$ cat config.mk
export PLATFORM = sky130hd
export DESIGN_NAME = cwfa_cfg
export DESIGN_NICKNAME = d
export VERILOG_FILES = /design/src/cwfa_pkg.sv /design/src/cwfa_cfg.sv
export SDC_FILE = /design/constraint.sdc
export NUM_CORES = 1
export LEC_CHECK = 0
export CORE_MARGIN = 2
export CORE_UTILIZATION = 25
export CTS_CLUSTER_DIAMETER = 80
export DETAILED_ROUTE_END_ITERATION = 8
export DONT_BUFFER_PORTS = 1
export PLACE_DENSITY_LB_ADDON = 0.25
export SYNTH_ARGS = -nofsm -noshare
export SYNTH_HDL_FRONTEND = slang
export SYNTH_SLANG_ARGS = --single-unit
$ cat constraint.sdc
create_clock -name clock -period 8.25 [get_ports clock]
set_clock_uncertainty 0.15 [all_clocks]
set_input_delay 1.65 -clock clock [delete_from_list [all_inputs] [get_ports clock]]
set_output_delay 1.65 -clock clock [all_outputs]
set_load 0.03 [all_outputs]
$ cat src/cwfa_pkg.sv
// Shared widths, codes and record types of the window fetch address core.
package cwfa_pkg;

   // field widths of the item and result streams
   localparam int IDX_W = 24;
   localparam int POS_W = 20;
   localparam int ROW_W = 20;
   localparam int OFF_W = 24;
   localparam int OCH_W = 16;
   localparam int XY_W  = 12;

   // configuration field widths
   localparam int CHN_W      = 11;
   localparam int MAP_W      = 13;
   localparam int KER_W      = 5;
   localparam int KS_W       = 9;
   localparam int PLANE_W    = 25;
   localparam int W_W        = KS_W - 1;
   localparam int CSR_IDX_W  = 3;
   localparam int CSR_DATA_W = 13;

   // saturation limits of the configuration fields
   localparam logic [CHN_W-1:0] MAX_CHANNELS  = 11'd1024;
   localparam logic [KER_W-1:0] MAX_KERNEL    = 5'd16;
   localparam logic [MAP_W-1:0] MAX_MAP_WIDTH = 13'd4096;

   // pipelined divider shape
   localparam int DIV_NUM_W  = 24;
   localparam int DIV_DEN_W  = 25;
   localparam int DIV_BITS   = 4;
   localparam int DIV_STAGES = DIV_NUM_W / DIV_BITS;

   // stage map of the whole pipeline
   localparam int STG_IN      = 0;
   localparam int STG_DIV1    = STG_IN + 1;
   localparam int STG_DIV2    = STG_DIV1 + DIV_STAGES;
   localparam int STG_ADDR    = STG_DIV2 + DIV_STAGES;
   localparam int ADDR_STAGES = 3;
   localparam int NUM_STAGES  = STG_ADDR + ADDR_STAGES;

   // stream bus widths
   localparam int REQ_DATA_W = 48;
   localparam int RSP_DATA_W = 88;
   localparam int RSP_USER_W = 2;

   typedef enum logic [CSR_IDX_W-1:0] {
      CSR_LAYER_MODE       = 3'd0,
      CSR_INPUT_CHANNELS   = 3'd1,
      CSR_PADDED_ROW_WIDTH = 3'd2,
      CSR_KERNEL_WIDTH     = 3'd3,
      CSR_KERNEL_HEIGHT    = 3'd4,
      CSR_WINDOW_STRIDE    = 3'd5,
      CSR_OUTPUT_WIDTH     = 3'd6,
      CSR_OUTPUT_HEIGHT    = 3'd7
   } csr_index_type;

   typedef enum logic [1:0] {
      REGION_INPUT  = 2'd0,
      REGION_WEIGHT = 2'd1,
      REGION_BIAS   = 2'd2,
      REGION_NONE   = 2'd3
   } region_type;

   // effective (saturated) configuration plus derived products
   typedef struct packed {
      logic               pool;
      logic [CHN_W-1:0]   chn;
      logic [MAP_W-1:0]   prw;
      logic [KER_W-1:0]   kw;
      logic [KER_W-1:0]   st;
      logic [MAP_W-1:0]   ow;
      logic [KS_W-1:0]    ks;
      logic [PLANE_W-1:0] plane;
   } cfg_type;

   // classification that rides beside the second divider pair
   typedef struct packed {
      region_type       region;
      logic [ROW_W-1:0] ch;
      logic [ROW_W-1:0] k;
      logic [W_W-1:0]   w;
   } side_type;

   typedef struct packed {
      region_type       region;
      logic [ROW_W-1:0] table_row;
      logic [OFF_W-1:0] element_offset;
      logic [OCH_W-1:0] out_channel;
      logic [XY_W-1:0]  out_x;
      logic [XY_W-1:0]  out_y;
   } result_type;

endpackage

$ cat src/cwfa_cfg.sv
// Configuration registers with saturation and derived window and plane sizes.
module cwfa_cfg (
   input  logic                           clock,
   input  logic                           reset,
   input  logic                           csr_we,
   input  logic [cwfa_pkg::CSR_IDX_W-1:0]  csr_index,
   input  logic [cwfa_pkg::CSR_DATA_W-1:0] csr_wdata,
   output cwfa_pkg::cfg_type              cfg
);
   import cwfa_pkg::*;

   logic               mode_ff,  mode_in;
   logic [CHN_W-1:0]   chn_ff,   chn_in;
   logic [MAP_W-1:0]   prw_ff,   prw_in;
   logic [KER_W-1:0]   kw_ff,    kw_in;
   logic [KER_W-1:0]   kh_ff,    kh_in;
   logic [KER_W-1:0]   st_ff,    st_in;
   logic [MAP_W-1:0]   ow_ff,    ow_in;
   logic [MAP_W-1:0]   oh_ff,    oh_in;
   logic [KS_W-1:0]    ks_ff,    ks_in;
   logic [PLANE_W-1:0] plane_ff, plane_in;

   function automatic logic [KER_W-1:0] cap_kernel(input logic [KER_W-1:0] v);
      return (v > MAX_KERNEL) ? MAX_KERNEL : v;
   endfunction

   function automatic logic [MAP_W-1:0] cap_map(input logic [MAP_W-1:0] v);
      return (v > MAX_MAP_WIDTH) ? MAX_MAP_WIDTH : v;
   endfunction

   // output sizes also treat zero as one
   function automatic logic [MAP_W-1:0] cap_size(input logic [MAP_W-1:0] v);
      logic [MAP_W-1:0] c;
      c = cap_map(v);
      return (c == '0) ? MAP_W'(1) : c;
   endfunction

   // store saturated values on write
   always_comb begin
      mode_in = mode_ff;
      chn_in  = chn_ff;
      prw_in  = prw_ff;
      kw_in   = kw_ff;
      kh_in   = kh_ff;
      st_in   = st_ff;
      ow_in   = ow_ff;
      oh_in   = oh_ff;
      if (csr_we) begin
         case (csr_index)
            CSR_LAYER_MODE:       mode_in = csr_wdata[0];
            CSR_INPUT_CHANNELS: begin
               chn_in = (csr_wdata[CHN_W-1:0] > MAX_CHANNELS) ? MAX_CHANNELS
                                                              : csr_wdata[CHN_W-1:0];
            end
            CSR_PADDED_ROW_WIDTH: prw_in = cap_map(csr_wdata[MAP_W-1:0]);
            CSR_KERNEL_WIDTH:     kw_in  = cap_kernel(csr_wdata[KER_W-1:0]);
            CSR_KERNEL_HEIGHT:    kh_in  = cap_kernel(csr_wdata[KER_W-1:0]);
            CSR_WINDOW_STRIDE:    st_in  = cap_kernel(csr_wdata[KER_W-1:0]);
            CSR_OUTPUT_WIDTH:     ow_in  = cap_size(csr_wdata[MAP_W-1:0]);
            CSR_OUTPUT_HEIGHT:    oh_in  = cap_size(csr_wdata[MAP_W-1:0]);
            default: ;
         endcase
      end
   end

   // derive window size and output plane size, registered in the cycle after the sizes change
   assign ks_in    = kw_ff * kh_ff;
   assign plane_in = ow_ff * oh_ff;

   always_ff @(posedge clock) begin
      if (reset) begin
         mode_ff  <= 1'b0;
         chn_ff   <= CHN_W'(1);
         prw_ff   <= MAP_W'(1);
         kw_ff    <= KER_W'(1);
         kh_ff    <= KER_W'(1);
         st_ff    <= KER_W'(1);
         ow_ff    <= MAP_W'(1);
         oh_ff    <= MAP_W'(1);
         ks_ff    <= KS_W'(1);
         plane_ff <= PLANE_W'(1);
      end else begin
         mode_ff  <= mode_in;
         chn_ff   <= chn_in;
         prw_ff   <= prw_in;
         kw_ff    <= kw_in;
         kh_ff    <= kh_in;
         st_ff    <= st_in;
         ow_ff    <= ow_in;
         oh_ff    <= oh_in;
         ks_ff    <= ks_in;
         plane_ff <= plane_in;
      end
   end

   assign cfg.pool  = mode_ff;
   assign cfg.chn   = chn_ff;
   assign cfg.prw   = prw_ff;
   assign cfg.kw    = kw_ff;
   assign cfg.st    = st_ff;
   assign cfg.ow    = ow_ff;
   assign cfg.ks    = ks_ff;
   assign cfg.plane = plane_ff;

endmodule

==> results of run 1 <==
per-layer routing:
| layer | part of all wire, % | up-vias | GRT usage [%] | wire length [um] |
|---|---|---|---|---|
| met4 | 1.5 | 0 | 3.10 | 369 |
| met3 | 5.7 | 19 | 3.23 | 1440 |
| met5 | 0 | - | 0 | 0 |
| li1 | - | 3412 | - | - |
| met2 | 49 | 137 | 22.3 | 12300 |
| met1 | 44 | 3496 | 15.9 | 11100 |
kinds of logic (layout without fill, tap and decap cells):
| logic type | count (synthesis) | in the layout | share of synthesized area, % |
|---|---|---|---|
| simple gates | 414 | 414 | 20.4 |
| buf+inv | 253 | 219 | 9.88 |
| fa+ha+maj | 213 | 213 | 37.6 |
| compound gates | 120 | 120 | 7.45 |
| flops | 100 | 100 | 20.8 |
| xor+xnor | 26 | 26 | 2.36 |
| mux | 15 | 15 | 1.58 |
state kept, by name, summed over array words and instances (netlist names), 9 cells and up:
signal    cells
plane_ff     25
prw_ff       13
oh_ff        13
ks_ff         9
ow_ff        13
chn_ff       11
power by group through the flow:
stage	logic (uW)	registers [uW]	clock network [uW]
floorplan	43.5	516	0
global placement	42.9	525	0
detailed placement	43.2	525	0
CTS	43.5	514	457
global route	48.5	515	473
finish	42.3	513	435
Yosys cell counts (8+ instances only):
| cell type | count | share of area (%) |
|---|---|---|
| sky130_fd_sc_hd__mux2i_1 | 13 | 1.3 |
| sky130_fd_sc_hd__a21oi_1 | 67 | 3.5 |
| sky130_fd_sc_hd__inv_1 | 200 | 7.8 |
| sky130_fd_sc_hd__dfxtp_1 | 100 | 21 |
| sky130_fd_sc_hd__and2_1 | 95 | 6.2 |
| sky130_fd_sc_hd__fa_1 | 128 | 27 |
| sky130_fd_sc_hd__o21ai_0 | 16 | 0.83 |
| sky130_fd_sc_hd__nor2_1 | 52 | 2.0 |
| sky130_fd_sc_hd__a21o_1 | 11 | 0.86 |
| sky130_fd_sc_hd__nor3b_1 | 11 | 0.86 |
| sky130_fd_sc_hd__nand2_1 | 196 | 7.6 |
| sky130_fd_sc_hd__nor2b_1 | 28 | 1.8 |
| sky130_fd_sc_hd__xor2_1 | 9 | 0.82 |
| sky130_fd_sc_hd__nor3_1 | 8 | 0.42 |
| sky130_fd_sc_hd__xnor2_1 | 17 | 1.5 |
| sky130_fd_sc_hd__ha_1 | 85 | 11 |
| sky130_fd_sc_hd__clkbuf_1 | 46 | 1.8 |
metrics by stage:
stage | setup slack [ps] | cells
6_report | 1920 | 1618
3_3_place_gp | 1900 | 1602
4_1_cts | 1900 | 1618
2_1_floorplan | 2870 | 1141
5_1_grt | 1550 | 1618
3_5_place_dp | 1930 | 1602
layout make-up:
type | count | area (um^2) | area share (%)
clock buffers | 10 | 229 | 2.20
flip-flops and latches | 100 | 2000 | 19.3
well taps | 511 | 639 | 6.16
multi-input cells | 788 | 6690 | 64.4
inverters | 200 | 751 | 7.23
repair buffers | 3 | 22.5 | 0.217
clock inverters | 6 | 53.8 | 0.518
how the worst max path moves through the flow:
stage / start / to / slack, ps / depth (start not counted)
global placement: ow_ff[8]$_SDFFE_PP0P_ / plane_ff[21]$_SDFF_PP0_ / 1900 / 16
finish: ow_ff[7]$_SDFFE_PP0P_ / plane_ff[21]$_SDFF_PP0_ / 1920 / 16
CTS: ow_ff[8]$_SDFFE_PP0P_ / plane_ff[21]$_SDFF_PP0_ / 1900 / 16
floorplan: ow_ff[7]$_SDFFE_PP0P_ / plane_ff[21]$_SDFF_PP0_ / 2870 / 18
detailed placement: ow_ff[8]$_SDFFE_PP0P_ / plane_ff[21]$_SDFF_PP0_ / 1930 / 16
global route: ow_ff[8]$_SDFFE_PP0P_ / plane_ff[17]$_SDFF_PP0_ / 1550 / 16
==> flow_metrics.env, run 1 <==
export IMPL_run_status="finished, final reports clean"
export IMPL_die_height_um=200
export IMPL_hold_path_endpoint="ks_ff[0]$_SDFF_PP1_"
export IMPL_cts_hold_buffers=0
export IMPL_timing_final_setup_violations=0
export IMPL_worstSetupPathType="reg -> reg"
export IMPL_post_route_drc_count=0
export IMPL_post_cts_buffers=0
export IMPL_path_max_fanout=15
export IMPL_die_width_um=200
export IMPL_fmax_mhz=158
export IMPL_slew_violations=0
export IMPL_critPathRequiredTime_ps=8350
export IMPL_cts_htree_levels=3
export IMPL_fin_nets=1334
export IMPL_synthesis_yosys_warnings=0
export IMPL_timing_final_crit_period_ps=6330
export IMPL_synthesis_area_um2=9650
export IMPL_clock_tree_sinks=100
export IMPL_placementRows=71
export IMPL_drt_pass1_iter_count=4
export IMPL_timing_slew_headroom_pct=31.9
export IMPL_worstHoldStart="kh_ff[0]$_SDFFE_PP1P_"
export IMPL_critPathLaunchType="flop"
export IMPL_top_delay_family_on_crit_path="adder cells"
export IMPL_clkSlewWorstSetupHoldPaths_ps=90
export IMPL_synth_edff_count=0
export IMPL_postRouteWirelength_um=25200
export IMPL_fill_cells=4238
export IMPL_layout_commonest_cell="sky130_fd_sc_hd__inv_1"
export IMPL_maximum_number_of_pins_on_one_net_before_global_route_repair=106
export IMPL_reg2reg_setup_slack_ps=1920
export IMPL_final_layout_size_suffix_gt1_share_pct=1.90
export IMPL_port_buffer_count=0
export IMPL_final_core_util_pct=27.4
export IMPL_rsz0062_at_grt="no"
export IMPL_critical_path_slowest_cell="sky130_fd_sc_hd__dfxtp_1"
export IMPL_clock_latency_ps=380
export IMPL_final_antenna_net_count=0
export IMPL_cts_tree="yes"
export IMPL_worst_endpoint_arrival_ps=6440
export IMPL_drt_wirelength_per_cell_um=15.6
export IMPL_rr_endpoint="plane_ff[21]$_SDFF_PP0_"
export IMPL_grt_pass1_wl_um=40500
export IMPL_yosysUniqueCellTypes=42
export IMPL_end_kind="flop"
export IMPL_cellInternalPower_uw=718
export IMPL_grt_pass1_vias=7386
export IMPL_min_delay_path_class="reg -> reg"
export IMPL_proportion_of_register_bits_with_asynchronous_set_or_reset_after_synthesis_pct=0
export IMPL_power_share_combinational_pct=4.3
export IMPL_final_min_period_over_clock_period_pct=76.8
export IMPL_max_buffers_root_to_sink=2
export IMPL_cts_buffers=9
export IMPL_final_hold_violation_count=0
export IMPL_initialDrtViolationCount=264
export IMPL_path_buf_inv=3
export IMPL_cellLeakagePower_uw=0.00481
export IMPL_coreArea_um2=37800
export IMPL_routabilityCongestion=0.749
export IMPL_synth_main_ff_cell="sky130_fd_sc_hd__dfxtp_1"
export IMPL_postSynthRegisterBits=100
export IMPL_seq_area_frac_synth_pct=20.8
export IMPL_hold_ws_ps=426
export IMPL_mostFrequentLayoutCells="sky130_fd_sc_hd__inv_1, sky130_fd_sc_hd__nand2_1, sky130_fd_sc_hd__fa_1"
export IMPL_synth_area_per_cell_um2=8.45
export IMPL_worst_r2r_startpoint="ow_ff[7]$_SDFFE_PP0P_"
export IMPL_cts_root_buf="sky130_fd_sc_hd__clkbuf_16"
export IMPL_slowest_delay_ps=970
export IMPL_dpl_instance_area_um2=10100
export IMPL_initial_antenna_violation_count=0
export IMPL_dr_total_vias=7064
export IMPL_viasPerCell=4.37
export IMPL_dieArea_um2=40200
export IMPL_worst_path_cell_chain="nand2_1 > fa_1 > inv_1 > fa_1 > fa_1 > fa_1 > inv_1 > fa_1 > inv_1 > ha_1 > a21oi_1 > o21ai_0 > a21oi_1 > o31ai_1 > a221oi_1 > mux2_2"
export IMPL_vdd_ir_drop_worst_v=0.0000975
export IMPL_crit_path_frequent_cell="sky130_fd_sc_hd__fa_1"
export IMPL_layout_area_overhead_vs_synth_pct=7.69
export IMPL_tightestPinTransition_ps=1020
export IMPL_top_level_ports=101
export IMPL_power_total_uw=990
export IMPL_num_antenna_cells=0
export IMPL_post_route_standard_cell_area_excluding_fillers_um2=10400
export IMPL_synthesis_nets=1373
export IMPL_grt_overflow_total=0
export IMPL_switchingPower_uw=272
export IMPL_power_per_cell_area_nw_per_um2=95.3
export IMPL_grt_usage_pct=12.8
export IMPL_detailed_place_hpwl_um=19600
export IMPL_share_seq_of_total_power_pct=51.8
export IMPL_sw_frac_of_total_pct=27.5
export IMPL_reg2regPathDepth=16
export IMPL_synthCells=1141
export IMPL_start_util_pct=25.5
export IMPL_drv_max_cap_violation_count=0
export IMPL_hold_path_depth=1
export IMPL_power_share_clock_pct=43.9
export IMPL_postCtsResizedCells=0
export IMPL_final_setup_tns_ps=0
No activity file was read; power rests on OpenSTA's default activity.
==> run 2: changes to the inputs <==
ABC_AREA = 1   (was not set)
clock period = 5.7 ns   (was 8.25 ns; I/O delays follow)
==> run 2 against run 1 <==
  * Critical path type unchanged
  * Worst setup slack got worse by 1400 ps
  * Via count rose by 14%
  * Highest routed layer unchanged
  * Combinational power rose to 3.6 times the previous value
  * Area after synthesis rose by 4.8%
  * Sequential share of layout area fell by 1.0 points
  * Power rose by 58%
  * Maximum frequency rose by 21%
  * Final area rose by 5.8%
  * Global-route usage rose by 0.89 points
  * Largest power group unchanged
  * Sequential cell count did not move
  * Core utilization rose by 0.14 points
==> flow_metrics.env, run 2 <==
export IMPL_synth_top_area_cell="sky130_fd_sc_hd__fa_1"
export IMPL_cts_hold_buffers=0
export IMPL_num_antenna_cells=0
export IMPL_synth_top_area_share_pct=25.3
export IMPL_place_ws_ps=499
export IMPL_synthesis_nets=1626
export IMPL_postRouteWirelength_um=27100
export IMPL_timing_final_setup_violations=0
export IMPL_synth_main_ff_cell="sky130_fd_sc_hd__dfxtp_1"
export IMPL_mostFrequentLayoutCells="sky130_fd_sc_hd__inv_1, sky130_fd_sc_hd__nand2_1, sky130_fd_sc_hd__fa_1"
export IMPL_postSynthRegisterBits=100
export IMPL_viasPerCell=4.21
export IMPL_top_level_ports=101
export IMPL_max_buffers_root_to_sink=2
export IMPL_slew_violations=0
export IMPL_layout_commonest_cell="sky130_fd_sc_hd__inv_1"
export IMPL_clkSlewWorstSetupHoldPaths_ps=80
export IMPL_die_width_um=205
export IMPL_cts_buffers=9
export IMPL_synth_cells_most_frequent="sky130_fd_sc_hd__inv_1, sky130_fd_sc_hd__nand2_1, sky130_fd_sc_hd__fa_1"
export IMPL_postCtsResizedCells=0
export IMPL_worst_endpoint_arrival_ps=5340
export IMPL_maximum_number_of_pins_on_one_net_before_global_route_repair=75
export IMPL_min_delay_path_class="reg -> reg"
export IMPL_drt_pass1_iter_count=5
export IMPL_final_seq_area_um2=2000
export IMPL_routabilityCongestion=0.841
export IMPL_synth_top_cells_by_area="sky130_fd_sc_hd__fa_1, sky130_fd_sc_hd__dfxtp_1, sky130_fd_sc_hd__inv_1"
export IMPL_critPathRequiredTime_ps=5820
export IMPL_worstHoldStart="kh_ff[0]$_SDFFE_PP1P_"
export IMPL_dieArea_um2=42100
export IMPL_tightestPinTransition_ps=887
export IMPL_timing_final_crit_period_ps=5220
export IMPL_final_critical_path_setup_slack_ps=477
export IMPL_dr_total_vias=8037
export IMPL_final_min_period_over_clock_period_pct=91.6
export IMPL_grt_overflow_total=0
export IMPL_critPathLaunchType="flop"
export IMPL_synthesis_yosys_warnings=0
export IMPL_cts_root_buf="sky130_fd_sc_hd__clkbuf_16"
export IMPL_clock_latency_ps=370
export IMPL_clock_tree_sinks=100
export IMPL_path_max_fanout=14
export IMPL_post_cts_buffers=0
export IMPL_final_setup_tns_ps=0
export IMPL_largest_register="plane_ff"
export IMPL_grt_usage_pct=13.7
export IMPL_grt_pass1_vias=8523
export IMPL_cellLeakagePower_uw=0.00623
export IMPL_detailed_place_hpwl_um=21700
export IMPL_drt_wirelength_per_cell_um=14.2
export IMPL_final_antenna_net_count=0
export IMPL_drv_max_cap_violation_count=0
export IMPL_timing_critical_path_from="oh_ff[5]$_SDFFE_PP0P_"
export IMPL_largest_reg_flops=25
export IMPL_multiInputGateArea_um2=6460
export IMPL_final_layout_size_suffix_gt1_share_pct=3.98
export IMPL_fill_cells=4506
export IMPL_timing_slew_headroom_pct=40.8
export IMPL_placementRows=73
export IMPL_yosysUniqueCellTypes=37
export IMPL_yosysMostFrequentCell="sky130_fd_sc_hd__inv_1"
export IMPL_initial_antenna_violation_count=0
export IMPL_start_util_pct=25.4
export IMPL_worstSetupPathType="reg -> reg"
export IMPL_fin_nets=1610
export IMPL_synthCells=1394
export IMPL_worst_r2r_startpoint="oh_ff[5]$_SDFFE_PP0P_"
export IMPL_post_route_drc_count=0
export IMPL_initialDrtViolationCount=421
export IMPL_vdd_ir_drop_worst_v=0.000207
export IMPL_synth_edff_count=0
export IMPL_power_per_cell_area_nw_per_um2=143
export IMPL_seq_area_frac_synth_pct=19.8
export IMPL_rsz0062_at_grt="no"
export IMPL_cts_htree_levels=3
export IMPL_end_kind="flop"
export IMPL_fmax_mhz=191
export IMPL_proportion_of_register_bits_with_asynchronous_set_or_reset_after_synthesis_pct=0
export IMPL_coreArea_um2=39800
export IMPL_port_buffer_count=0
export IMPL_run_status="finished, final reports clean"
export IMPL_final_hold_violation_count=0
export IMPL_synthesis_area_um2=10100
export IMPL_layout_area_overhead_vs_synth_pct=8.68
export IMPL_cts_tree="yes"
export IMPL_synth_area_per_cell_um2=7.25
export IMPL_grt_pass1_wl_um=45000
export IMPL_die_height_um=205
run 2: power by group:
group	internal (uW)	switching, uW	leakage (uW)	total, uW
Sequential	720	67.5	0.000812	788
Combinational	52.0	101	0.00529	153
Clock	315	312	0.000132	627
Total	1090	480	0.00623	1570
run 2: worst max-delay path, cell delays in order (launching register included):
cell,delay [ps]
sky130_fd_sc_hd__dfxtp_1,760
sky130_fd_sc_hd__nand2_1,160
sky130_fd_sc_hd__fa_1,550
sky130_fd_sc_hd__inv_1,60
sky130_fd_sc_hd__fa_1,500
sky130_fd_sc_hd__fa_1,500
sky130_fd_sc_hd__fa_1,480
sky130_fd_sc_hd__inv_1,50
sky130_fd_sc_hd__fa_1,480
sky130_fd_sc_hd__inv_1,40
sky130_fd_sc_hd__ha_1,330
sky130_fd_sc_hd__nand2_1,110
sky130_fd_sc_hd__inv_1,60
sky130_fd_sc_hd__a21oi_1,270
sky130_fd_sc_hd__nand3_1,250
sky130_fd_sc_hd__nand2_1,150
sky130_fd_sc_hd__nand3_1,70
sky130_fd_sc_hd__nand2_1,60
sky130_fd_sc_hd__nor2_1,50
run 2: final timing paths:
| path | endpoint | slack (ps) | cells past startpoint |
|---|---|---|---|
| worst max-delay path | plane_ff[21]$_SDFF_PP0_ | 480 | 18 |
| worst min-delay path | ks_ff[0]$_SDFF_PP1_ | 400 | 2 |
| worst max register to register | plane_ff[21]$_SDFF_PP0_ | 480 | 18 |
| worst min register to register | ks_ff[0]$_SDFF_PP1_ | 400 | 2 |
run 2: per-stage QoR:
step	hold WS (ps)	util [%]	total power, uW	cells	instance area (um^2)
after global routing	436	27.6	1650	1908	11000
after global placement	378	26.9	959	1892	10700
after detailed placement	389	26.9	961	1892	10700
final	397	27.6	1570	1908	11000
after CTS	408	27.6	1600	1908	11000
after floorplan	306	-	909	1394	10100
run 2: metal layers:
layer  vias to the layer above  track usage (%)  wire, um
met2                       150             22.5     12200
met3                        21             3.75      1610
met4                         0             3.44       399
li1                       4057                -         -
met1                      3809             17.8     12900
met5                         -                0         0
run 2: cell families (layout without fill, tap and decap cells):
kind of cell               count (synthesis)  after routing  share of synthesized area (%)
adders and majority gates                213            213                           35.9
DFF                                      100            100                           19.8
xor gates and xnor gates                   3              3                          0.260
buffers and inverters                    428            417                           16.3
AOI/OAI and AO/OA                        162            162                           8.37
and+or+nand+nor                          488            488                           19.4
run 2: area by class of cell:
cell class	instances	area share [%]
clock buffers	11	2.21
clock inverters	5	0.410
inverters	382	13.1
multi-input cells	866	58.8
flip-flops and latches	100	18.2
well taps	525	5.98
repair buffers	19	1.30
